[config.mk]
export PLATFORM = sky130hd
export DESIGN_NAME = i2c_accelerometer_register_target_flat
export DESIGN_NICKNAME = d
export VERILOG_FILES = /design/src/iart_pkg.sv /design/src/iart_req_if.sv /design/src/iart_rsp_if.sv /design/src/i2c_accelerometer_register_target.sv /design/src/iart_cfg.sv /design/src/iart_regfile.sv /design/src/flat_wrapper.sv
export SDC_FILE = /design/constraint.sdc
export NUM_CORES = 1
export LEC_CHECK = 0
export ABC_AREA = 1
export BUFFER_PORTS_ARGS = -buffer_cell sky130_fd_sc_hd__buf_2
export CAP_MARGIN = 20
export CELL_PAD_IN_SITES_DETAIL_PLACEMENT = 1
export CELL_PAD_IN_SITES_GLOBAL_PLACEMENT = 1
export CORE_MARGIN = 5
export CORE_UTILIZATION = 48
export DETAILED_ROUTE_END_ITERATION = 7
export PLACE_DENSITY = 0.79
export SKIP_CTS_REPAIR_TIMING = 1
export SLEW_MARGIN = 10
export SYNTH_ARGS = -nofsm -noshare
export SYNTH_HDL_FRONTEND = slang
export SYNTH_SLANG_ARGS = --single-unit
[constraint.sdc]
create_clock -name i_clk -period 10.76 [get_ports i_clk]
set_clock_uncertainty 0.1 [all_clocks]
set_input_delay 2.69 -clock i_clk [delete_from_list [all_inputs] [get_ports i_clk]]
set_output_delay 2.69 -clock i_clk [all_outputs]
set_load 0.05 [all_outputs]
[src/iart_pkg.sv]
// Shared constants, types and functions of the accelerometer register target.
package iart_pkg;

    localparam int REG_COUNT = 64;
    localparam int PTR_W     = $clog2(REG_COUNT);

    // Bus event kinds
    localparam logic [1:0] REQ_CONNECT = 2'd0;
    localparam logic [1:0] REQ_READ    = 2'd1;
    localparam logic [1:0] REQ_WRITE   = 2'd2;
    localparam logic [1:0] REQ_STOP    = 2'd3;

    // Fixed values and register addresses
    localparam logic [6:0]       DEV_ADDR_RESET = 7'h53;
    localparam logic [7:0]       ID_VALUE       = 8'hE5;
    localparam logic [7:0]       FORMAT_VALUE   = 8'h08;
    localparam logic [7:0]       POWER_RESET    = 8'h08;
    localparam logic [PTR_W-1:0] ADDR_ID        = PTR_W'(8'h00);
    localparam logic [PTR_W-1:0] ADDR_POWER     = PTR_W'(8'h2D);
    localparam logic [PTR_W-1:0] ADDR_FORMAT    = PTR_W'(8'h31);
    localparam logic [PTR_W-1:0] ADDR_X_LOW     = PTR_W'(8'h32);
    localparam logic [PTR_W-1:0] ADDR_X_HIGH    = PTR_W'(8'h33);
    localparam logic [PTR_W-1:0] ADDR_Y_LOW     = PTR_W'(8'h34);
    localparam logic [PTR_W-1:0] ADDR_Y_HIGH    = PTR_W'(8'h35);
    localparam logic [PTR_W-1:0] ADDR_Z_LOW     = PTR_W'(8'h36);
    localparam logic [PTR_W-1:0] ADDR_Z_HIGH    = PTR_W'(8'h37);

    // One captured bus event
    typedef struct packed {
        logic [1:0]         req_type;
        logic [6:0]         bus_address;
        logic               is_read;
        logic [7:0]         write_data;
        logic signed [15:0] x_sample;
        logic signed [15:0] y_sample;
        logic signed [15:0] z_sample;
    } t_req;

    // Store write request
    typedef struct packed {
        logic             en;
        logic [PTR_W-1:0] addr;
        logic [7:0]       data;
    } t_wr_req;

    // Value an entry holds until first written
    function automatic logic [7:0] f_store_reset(input logic [PTR_W-1:0] addr);
        logic [7:0] v;
        case (addr)
            ADDR_ID:     v = ID_VALUE;
            ADDR_POWER:  v = POWER_RESET;
            ADDR_FORMAT: v = FORMAT_VALUE;
            default:     v = 8'h00;
        endcase
        return v;
    endfunction

endpackage

[src/iart_req_if.sv]
// Bus event channel: valid/ready handshake with one event word.
interface iart_req_if;
    logic               valid;
    logic               ready;
    logic [1:0]         req_type;
    logic [6:0]         bus_address;
    logic               is_read;
    logic [7:0]         write_data;
    logic signed [15:0] x_sample;
    logic signed [15:0] y_sample;
    logic signed [15:0] z_sample;

    modport source (
        output valid, req_type, bus_address, is_read, write_data,
               x_sample, y_sample, z_sample,
        input  ready
    );
    modport sink (
        input  valid, req_type, bus_address, is_read, write_data,
               x_sample, y_sample, z_sample,
        output ready
    );
endinterface

[src/iart_rsp_if.sv]
// Result channel: valid/ready handshake with ack and read byte.
interface iart_rsp_if;
    logic       valid;
    logic       ready;
    logic       ack;
    logic [7:0] read_data;

    modport source (
        output valid, ack, read_data,
        input  ready
    );
    modport sink (
        input  valid, ack, read_data,
        output ready
    );
endinterface

[src/i2c_accelerometer_register_target.sv]
// Top level of the accelerometer register target.
//
// Usage:
//   i_req carries one bus event per word: connect, read byte, write byte or
//   stop, together with the current x, y and z samples. o_rsp returns one
//   word per event: ack and the read byte (zero for anything but a read).
//   The APB port sets the acknowledged seven-bit bus address at offset 0.
//
// Timing:
//   An event is taken, the store is read at the pointer in that same edge,
//   and the result word is registered in the cycle after. No new event is
//   taken while one is in flight, so the store read and the write-back of
//   one event finish before the next event begins.
//
// Reset clears the pointer, the load flag and the store's valid bits, so
// every entry reads its power-on value at once; i_req.ready is low in reset.
// If o_rsp is stalled, the result word holds and i_req.ready stays low until
// it is taken (the event that frees it may be taken in the same cycle).
module i2c_accelerometer_register_target (
    input  logic        i_clk,
    input  logic        i_rst_n,
    iart_req_if.sink    i_req,
    iart_rsp_if.source  o_rsp,
    input  logic        psel,
    input  logic        penable,
    input  logic        pwrite,
    input  logic [2:0]  paddr,
    input  logic [31:0] pwdata,
    output logic [31:0] prdata,
    output logic        pready
);

    logic [6:0]                     dev_addr;
    logic                           in_fire;
    logic                           r_busy;
    iart_pkg::t_req                 r_item;
    logic [iart_pkg::PTR_W-1:0]     r_ptr;
    logic [iart_pkg::PTR_W-1:0]     n_ptr;
    logic                           r_pend;
    logic                           n_pend;
    logic                           r_out_valid;
    logic                           r_out_ack;
    logic [7:0]                     r_out_data;
    logic                           n_ack;
    logic [7:0]                     n_data;
    logic [7:0]                     store_data;
    iart_pkg::t_wr_req              wr;

    iart_cfg u_cfg (
        .i_clk      (i_clk),
        .i_rst_n    (i_rst_n),
        .psel       (psel),
        .penable    (penable),
        .pwrite     (pwrite),
        .paddr      (paddr),
        .pwdata     (pwdata),
        .prdata     (prdata),
        .pready     (pready),
        .o_dev_addr (dev_addr)
    );

    iart_regfile u_regfile (
        .i_clk     (i_clk),
        .i_rst_n   (i_rst_n),
        .i_rd_en   (in_fire),
        .i_rd_addr (r_ptr),
        .o_rd_data (store_data),
        .i_wr      (wr)
    );

    // Take a word only out of reset, with no event in flight and the output able to drain
    assign i_req.ready = i_rst_n && !r_busy && (!r_out_valid || o_rsp.ready);
    assign in_fire     = i_req.valid && i_req.ready;

    // Capture the event
    always_ff @(posedge i_clk) begin
        if (in_fire) begin
            r_item.req_type    <= i_req.req_type;
            r_item.bus_address <= i_req.bus_address;
            r_item.is_read     <= i_req.is_read;
            r_item.write_data  <= i_req.write_data;
            r_item.x_sample    <= i_req.x_sample;
            r_item.y_sample    <= i_req.y_sample;
            r_item.z_sample    <= i_req.z_sample;
        end
    end

    // Resolve the event against the store word read at the pointer
    always_comb begin
        n_ack   = 1'b1;
        n_data  = 8'd0;
        n_ptr   = r_ptr;
        n_pend  = r_pend;
        wr.en   = 1'b0;
        wr.addr = r_ptr;
        wr.data = r_item.write_data;
        case (r_item.req_type)
            iart_pkg::REQ_CONNECT: begin
                if (r_item.bus_address != dev_addr) begin
                    n_ack = 1'b0;
                end else if (!r_item.is_read) begin
                    n_pend = 1'b1;
                end
            end
            iart_pkg::REQ_READ: begin
                case (r_ptr)
                    iart_pkg::ADDR_ID:     n_data = iart_pkg::ID_VALUE;
                    iart_pkg::ADDR_FORMAT: n_data = iart_pkg::FORMAT_VALUE;
                    iart_pkg::ADDR_X_LOW:  n_data = r_item.x_sample[7:0];
                    iart_pkg::ADDR_X_HIGH: n_data = r_item.x_sample[15:8];
                    iart_pkg::ADDR_Y_LOW:  n_data = r_item.y_sample[7:0];
                    iart_pkg::ADDR_Y_HIGH: n_data = r_item.y_sample[15:8];
                    iart_pkg::ADDR_Z_LOW:  n_data = r_item.z_sample[7:0];
                    iart_pkg::ADDR_Z_HIGH: n_data = r_item.z_sample[15:8];
                    default:               n_data = store_data;
                endcase
                n_ptr = r_ptr + 1'b1;
            end
            iart_pkg::REQ_WRITE: begin
                if (r_pend) begin
                    n_ptr  = r_item.write_data[iart_pkg::PTR_W-1:0];
                    n_pend = 1'b0;
                end else begin
                    wr.en = r_busy;
                    n_ptr = r_ptr + 1'b1;
                end
            end
            default: begin
                n_pend = 1'b1;
            end
        endcase
    end

    // Mark an event in flight, advance control state when it completes, clear a taken result word
    always_ff @(posedge i_clk) begin
        if (!i_rst_n) begin
            r_busy      <= 1'b0;
            r_ptr       <= '0;
            r_pend      <= 1'b0;
            r_out_valid <= 1'b0;
        end else begin
            if (r_busy) begin
                r_busy      <= 1'b0;
                r_ptr       <= n_ptr;
                r_pend      <= n_pend;
                r_out_valid <= 1'b1;
            end else begin
                r_busy <= in_fire;
                if (o_rsp.ready) begin
                    r_out_valid <= 1'b0;
                end
            end
        end
    end

    // Load the result word
    always_ff @(posedge i_clk) begin
        if (r_busy) begin
            r_out_ack  <= n_ack;
            r_out_data <= n_data;
        end
    end

    assign o_rsp.valid     = r_out_valid;
    assign o_rsp.ack       = r_out_ack;
    assign o_rsp.read_data = r_out_data;

endmodule

[src/iart_cfg.sv]
// APB register block holding the device bus address.
module iart_cfg (
    input  logic        i_clk,
    input  logic        i_rst_n,
    input  logic        psel,
    input  logic        penable,
    input  logic        pwrite,
    input  logic [2:0]  paddr,
    input  logic [31:0] pwdata,
    output logic [31:0] prdata,
    output logic        pready,
    output logic [6:0]  o_dev_addr
);

    logic [6:0] r_dev_addr;
    logic       wr_hit;

    // Decode a write to the word at offset zero
    assign wr_hit = psel && penable && pwrite && !paddr[2];

    // Hold the device address
    always_ff @(posedge i_clk) begin
        if (!i_rst_n) begin
            r_dev_addr <= iart_pkg::DEV_ADDR_RESET;
        end else if (wr_hit) begin
            r_dev_addr <= pwdata[6:0];
        end
    end

    // Read back the register, zero beyond it
    always_comb begin
        if (!paddr[2]) begin
            prdata = {25'd0, r_dev_addr};
        end else begin
            prdata = 32'd0;
        end
    end

    assign pready     = 1'b1;
    assign o_dev_addr = r_dev_addr;

endmodule

[src/iart_regfile.sv]
// 64-byte register store: registered read, one write port, per-entry valid bits.
module iart_regfile (
    input  logic                         i_clk,
    input  logic                         i_rst_n,
    input  logic                         i_rd_en,
    input  logic [iart_pkg::PTR_W-1:0]   i_rd_addr,
    output logic [7:0]                   o_rd_data,
    input  iart_pkg::t_wr_req            i_wr
);

    logic [7:0]                    r_mem [iart_pkg::REG_COUNT];
    logic [iart_pkg::REG_COUNT-1:0] r_vld;
    logic [7:0]                    r_rd_data;
    logic [7:0]                    r_rd_rst;
    logic                          r_rd_vld;

    // Write the array
    always_ff @(posedge i_clk) begin
        if (i_wr.en) begin
            r_mem[i_wr.addr] <= i_wr.data;
        end
    end

    // Mark written entries, clear all on reset
    always_ff @(posedge i_clk) begin
        if (!i_rst_n) begin
            r_vld <= '0;
        end else if (i_wr.en) begin
            r_vld[i_wr.addr] <= 1'b1;
        end
    end

    // Register the read word and its reset fallback
    always_ff @(posedge i_clk) begin
        if (i_rd_en) begin
            r_rd_data <= r_mem[i_rd_addr];
            r_rd_vld  <= r_vld[i_rd_addr];
            r_rd_rst  <= iart_pkg::f_store_reset(i_rd_addr);
        end
    end

    assign o_rd_data = r_rd_vld ? r_rd_data : r_rd_rst;

endmodule

[src/flat_wrapper.sv]
// flat-port wrapper written by rule: the top's interface ports become plain ports
module i2c_accelerometer_register_target_flat 
  (i_clk, i_rst_n, psel, penable, pwrite, paddr, pwdata, prdata, pready, i_req_valid, i_req_req_type, i_req_bus_address, i_req_is_read, i_req_write_data, i_req_x_sample, i_req_y_sample, i_req_z_sample, i_req_ready, o_rsp_valid, o_rsp_ack, o_rsp_read_data, o_rsp_ready);
  iart_req_if i_req_i ();
  iart_rsp_if o_rsp_i ();
  input  logic i_clk;
  input  logic i_rst_n;
  input  logic psel;
  input  logic penable;
  input  logic pwrite;
  input  logic [2:0] paddr;
  input  logic [31:0] pwdata;
  output logic [31:0] prdata;
  output logic pready;
  input wire logic [$bits(i_req_i.valid)-1:0] i_req_valid;
  input wire logic [$bits(i_req_i.req_type)-1:0] i_req_req_type;
  input wire logic [$bits(i_req_i.bus_address)-1:0] i_req_bus_address;
  input wire logic [$bits(i_req_i.is_read)-1:0] i_req_is_read;
  input wire logic [$bits(i_req_i.write_data)-1:0] i_req_write_data;
  input wire logic [$bits(i_req_i.x_sample)-1:0] i_req_x_sample;
  input wire logic [$bits(i_req_i.y_sample)-1:0] i_req_y_sample;
  input wire logic [$bits(i_req_i.z_sample)-1:0] i_req_z_sample;
  output wire logic [$bits(i_req_i.ready)-1:0] i_req_ready;
  output wire logic [$bits(o_rsp_i.valid)-1:0] o_rsp_valid;
  output wire logic [$bits(o_rsp_i.ack)-1:0] o_rsp_ack;
  output wire logic [$bits(o_rsp_i.read_data)-1:0] o_rsp_read_data;
  input wire logic [$bits(o_rsp_i.ready)-1:0] o_rsp_ready;
  assign i_req_i.valid = i_req_valid;
  assign i_req_i.req_type = i_req_req_type;
  assign i_req_i.bus_address = i_req_bus_address;
  assign i_req_i.is_read = i_req_is_read;
  assign i_req_i.write_data = i_req_write_data;
  assign i_req_i.x_sample = i_req_x_sample;
  assign i_req_i.y_sample = i_req_y_sample;
  assign i_req_i.z_sample = i_req_z_sample;
  assign i_req_ready = i_req_i.ready;
  assign o_rsp_valid = o_rsp_i.valid;
  assign o_rsp_ack = o_rsp_i.ack;
  assign o_rsp_read_data = o_rsp_i.read_data;
  assign o_rsp_i.ready = o_rsp_ready;
  i2c_accelerometer_register_target u_core (.i_clk(i_clk), .i_rst_n(i_rst_n), .i_req(i_req_i), .o_rsp(o_rsp_i), .psel(psel), .penable(penable), .pwrite(pwrite), .paddr(paddr), .pwdata(pwdata), .prdata(prdata), .pready(pready));
endmodule
* After elaboration in Yosys (flattened, before gate mapping)
Memories as Yosys holds them, arrays and structs flattened. A register that Yosys moved wholly into a read port is not among the register bits.
Cells that the tools add are included.
** Operators by class
- Bitwise gates (word level) :: 3
- Mux-type cells :: 20
- Divide/modulo/power cells :: 0
- Multipliers :: 0
- $add $sub $neg :: 1
- $lt $le $gt $ge :: 2
- Eq/ne operators :: 13
- Shift-type cells :: 0
- Reduce and logical (&&, ||, !) cells :: 19
** Operators by type and width (number)
- $or A64 B64 Y64 :: 1
- $pmux W8 S8 :: 1
- $eq A6 B6 Y1 const B :: 8
- $pmux W8 S2 :: 1
- $pmux W6 S2 :: 1
- $mux W1 :: 11
- $mux W8 :: 1
- $logic_and A1 B1 Y1 :: 7
- $lt A6 B7 Y1 const B :: 1
- $mux W7 :: 1
- $ne A7 B7 Y1 :: 1
- $add A6 B1 Y6 const B :: 1
- $bmux W1 S6 :: 1
- $demux W1 S6 :: 1
- $ge A6 B1 Y1 const B :: 1
- $logic_not A6 Y1 :: 1
- $mux W6 :: 1
- $ne A2 B2 Y1 const B :: 2
- $reduce_and A4 Y1 :: 1
- $reduce_bool A2 Y1 :: 2
- $reduce_or A2 Y1 :: 2
- $logic_not A1 Y1 :: 3
- $pmux W1 S3 :: 1
- $eq A2 B1 Y1 const B :: 1
- 5 further kinds :: 6
** Word-level totals
- Memories kept :: 1
- Memory bits (read-only) :: 0
- Output and inout bits :: 44
- Latch bits :: 0
- Bits in writable memories :: 512
- Register bits after elaboration :: 164
** Memories
- u_core.u_regfile.r_mem :: depth 64, width 8, read ports 1, clocked after memory_dff 1, wr ports 1, line iart_regfile.sv:11 : logic [7:0] r_mem [iart_pkg::REG_COUNT];

* Depth between registers and ports, before layout
- Depth in word-level cells :: 5
- Gate-level depth with buffers :: 15

* Hierarchy
A second synthesis with hierarchy kept.
** Unflattened totals
- Cells, all modules :: 2989
- Area, all modules :: 29007.8 µm²
** Modules (own cells, without submodules)
- iart_regfile :: cells an instance 2539, area an instance 24728.7 µm², times used 1
- i2c_accelerometer_register_target :: cells an instance 365, area an instance 3673.5 µm², times used 1
- iart_cfg :: cells an instance 85, area an instance 605.6 µm², times used 1

* Worst setup path after synthesis
No wires, ideal clock.
- Path kind :: in2reg
- From :: input port i_rst_n
- To :: register u_core.r_item[0] in the netlist's numbering, enable pin
- Slack :: 1328 ps
- Cell stages on the path :: 3
- Required time :: 10038 ps
- Data arrival time :: 8710 ps
- Buffers on the path :: 1
- Cell sequence :: clkbuf_1 > inv_2 > nor3b_1
** On the way
- Cells in the longest elaborated chain, start to end :: 3
** Ends and longest elaborated chain
- from (decl) :: line flat_wrapper.sv:7 : input logic i_rst_n;
- $logic_and A1 B1 Y1 (2 in series) :: line i2c_accelerometer_register_target.sv:72 : assign i_req.ready = i_rst_n && !r_busy && (!r_out_valid || o_rsp.ready);
- $logic_and A1 B1 Y1 :: line i2c_accelerometer_register_target.sv:73 : assign in_fire = i_req.valid && i_req.ready;
- via u_core.in_fire :: line i2c_accelerometer_register_target.sv:34 : logic in_fire;
- to (decl) :: line i2c_accelerometer_register_target.sv:36 : iart_pkg::t_req r_item;
The timed path passes the listed nets, and every way through them passes these cells.
A chain may end at the register's enable or synchronous reset.

* Final worst setup path
- From :: input port i_rst_n
- To :: output port i_req_ready
** On the way
- Cells in the longest elaborated chain, start to end :: 2
** Ends and longest elaborated chain
- $logic_and A1 B1 Y1 (2 in series) :: line i2c_accelerometer_register_target.sv:72
- to (decl) :: line flat_wrapper.sv:23 : output wire logic [$bits(i_req_i.ready)-1:0] i_req_ready;
Every way passes these cells.

==> impl_results.md <==
- Yosys top cell by area: edfxtp_1
- Setup-failing EPs final: 0
- Initial DRT Pass Iterations: 6
- Placement Rows: 89
- DR vias: 20917
- Antenna violations before repair: 0
- Root Driver: clkbuf_16
- Max-slew violation count: 0
- Fin. Hold Viols: 0
- Final core occ: 0.545
- Top-area cell type share of the netlist area: 0.622
- Fin cells: 3888
- Fillers: 6576
- Status: complete, no violations
- CP Max Fanout: 55
- CTS tree: built
- Setup TNS: 0 ns
- Dominant cells by area after synthesis: edfxtp_1, nand2_1, dfxtp_1
- Cell breakdown of the critical path: buf_2 > buf_4 > inv_2 > buf_4 > nor2_1 > buf_2
- Reg2reg path depth: 8
- Max IR drop VDD: 0.114 mV
- Die Wd: 255 µm
- Min Tclk post-route: 6.93 ns
- RSZ-0062 raised after global routing: no
- #FFs+latches synth: 678
- TritonCTS Sinks: 678
- Tightest Pin Transition: 1.07 ns
- Number of H-tree levels: 3
- Most frequent cells in the layout: nand2_1, edfxtp_1, nor2_1, buf_2, inv_1
- R2r endpoint: u_core.u_regfile.r_mem[31][3]
- Post-synthesis mux area share: 0
- Async SR Flop Fraction: 0
- Post-synth EDFFs: 598
- Clock-pin slew on the worst setup and hold paths: 0.06 ns
- Synth Area in XOR/XNOR: 0.000607
- Hold Slack: 0.368 ns
- CORE AREA: 59200 µm²
- Maxcap violations: 0
- Min-Delay Startpoint: u_core.u_regfile.r_vld[52]
- CP Class: input pin to output pin
- Starting DRC count in detailed routing: 1772
- DRC Markers: 0
- Leakage: 13.6 nW
- Skew-Pair Late Insertion Delay: 0.62 ns
- Synth-to-layout area growth: 11.9%
- Dominant synthesized flop cell: edfxtp_1
- Starting Density: 0.487
- Largest stage delay, worst path: 0.61 ns
- Compound-Gate Fraction of Synth Area: 0.0164
- Ports: 152
- Yosys Warn Count: 0
- Crit path DAT: 4.14 ns
- Relative slew slack: 0.287
- Final nets: 3172
- Post-synthesis cell count: 2983
- Vias in the first global route: 22640
- Sequential fraction of the synthesis area: 0.678
- Worst hold path endpoint: u_core.u_regfile.r_vld[52]
- Fmax: 144 MHz
- Largest net degree at the start of global routing: 130
- Cts bufs inserted: 73
- Register area: 19600 µm²
- RR Startpoint: u_core.r_ptr[1]
- CP max-delay cell: buf_4
- Port Buffers: 98
- Commonest non-fill, non-tap cell in the layout: nand2_1
- Worst path required time: 7.97 ns
- GRT overflow: 0
- Worst min path class: register to register
- Die height: 255 µm
- Antenna viol nets, final: 0
- Largest family of logic cells by synthesized area: simple AND/OR/NAND/NOR gates
- Die area: 65100 µm²
- Synthesized area: 28900 µm²
- Vias per std cell: 5.38
- Multi-input logic area: 8220 µm²
- # placed instances: 3753
- Total power per unit cell area: 176 nW/µm²
- Critical path launch point type: input pin
- Reg2reg setup slack: 6.39 ns
- Hold path cells: 1
- Final period utilization: 0.644
- WL/cell: 21.5 µm
- Detailed placer's ending HPWL: 49.5 mm
- Synth cell types: 39
- Simple-gate share of the synthesized area: 0.261
- CP Capture Type: output pin
- First-pass GRT wire length: 127 mm
- Synth Area in Adders: 0.00303
- Layout cells sized above 1: 0.0887
- Gr usage total: 0.255
- Routed WL: 83.7 mm
- Final GP Congestion: 0.844
- Syn_area_per_cell: 9.68 µm²
- Max clock buf depth: 3
==> worst max path at each step <==
stage | to | cells past startpoint | start | slack [ns]
2_1_floorplan | u_core.r_item[0] | 3 | i_rst_n | 1.33
3_3_place_gp | i_req_ready | 6 | i_rst_n | 3.85
3_5_place_dp | i_req_ready | 6 | i_rst_n | 3.90
4_1_cts | i_req_ready | 6 | i_rst_n | 3.84
5_1_grt | i_req_ready | 6 | i_rst_n | 3.78
6_report | i_req_ready | 6 | i_rst_n | 3.83
==> state kept, by name (all words and copies together) (netlist names) <==
register,flops
u_core.o_rsp.read_data,8
u_core.r_ptr,6
u_core.o_rsp.ack,1
u_core.r_busy,1
u_core.u_cfg.o_dev_addr,7
u_core.u_regfile.r_rd_vld,1
u_core.u_regfile.r_rd_rst,2
u_core.r_pend,1
u_core.u_regfile.r_mem,512
u_core.u_regfile.r_vld,64
u_core.o_rsp.valid,1
u_core.u_regfile.r_rd_data,8
u_core.r_item,66
==> area by class of cell <==
type	instances	area share
diodes	2	0.000155
clock buffers	100	0.0633
clock inverters	31	0.0118
inverters	93	0.0112
multi-input cells	2080	0.255
flip-flops and latches	678	0.606
well taps	773	0.0300
repair buffers	131	0.0230
==> critical path, delay by kind of cell <==
| family | cells | cell delay (ns) |
|---|---|---|
| buffers and inverters | 5 | 1.28 |
| AND/OR/NAND/NOR | 1 | 0.15 |
==> synthesized netlist by cell type, types with 2 or more instances <==
cell and count:
o21a_1 16, nor2_2 13, inv_2 8, nand2_2 3, conb_1 2, nor2_1 210
dfxtp_1 80, buf_2 79, or2_2 6, nor3b_1 2, nand3_1 22, nand2_1 1697
buf_1 13, buf_6 4, clkbuf_1 30, nor2_4 2, o21ai_0 25, nor3_1 3
a21oi_1 17, buf_4 30, o211ai_1 12, nand4_1 2, edfxtp_1 598, inv_1 83
ha_1 7, o21ai_1 3, nand3_2 4
==> where the power goes <==
part | total [W] | switching, W | internal (W)
logic | 0.000250 | 0.000195 | 0.0000549
registers | 0.00288 | 0.0000122 | 0.00287
clock network | 0.00256 | 0.00102 | 0.00154
total | 0.00570 | 0.00123 | 0.00447
==> cells by family after synthesis <==
family | count (synthesis)
other | 2
and+or+nand+nor | 1967
DFF | 678
AOI/OAI and AO/OA | 78
adders and majority gates | 7
buffers and inverters | 249
xor gates and xnor gates | 2
==> routing by layer <==
layer	vias up	wire, µm	global-route usage
li1	9665	-	-
met3	203	4570	0.0406
met1	10456	33900	0.313
met4	0	3350	0.102
met2	593	41900	0.452
met5	-	0	0
==> per-stage QoR <==
step | setup slack [ns] | instance area [µm²] | power (W)
floorplan | 1.33 | 29000 | 0.00311
global placement | 3.85 | 29800 | 0.00317
detailed placement | 3.90 | 29800 | 0.00319
CTS | 3.84 | 32300 | 0.00573
global route | 3.78 | 32300 | 0.00587
finish | 3.83 | 32300 | 0.00570
Power figures use the tool's default switching activity.
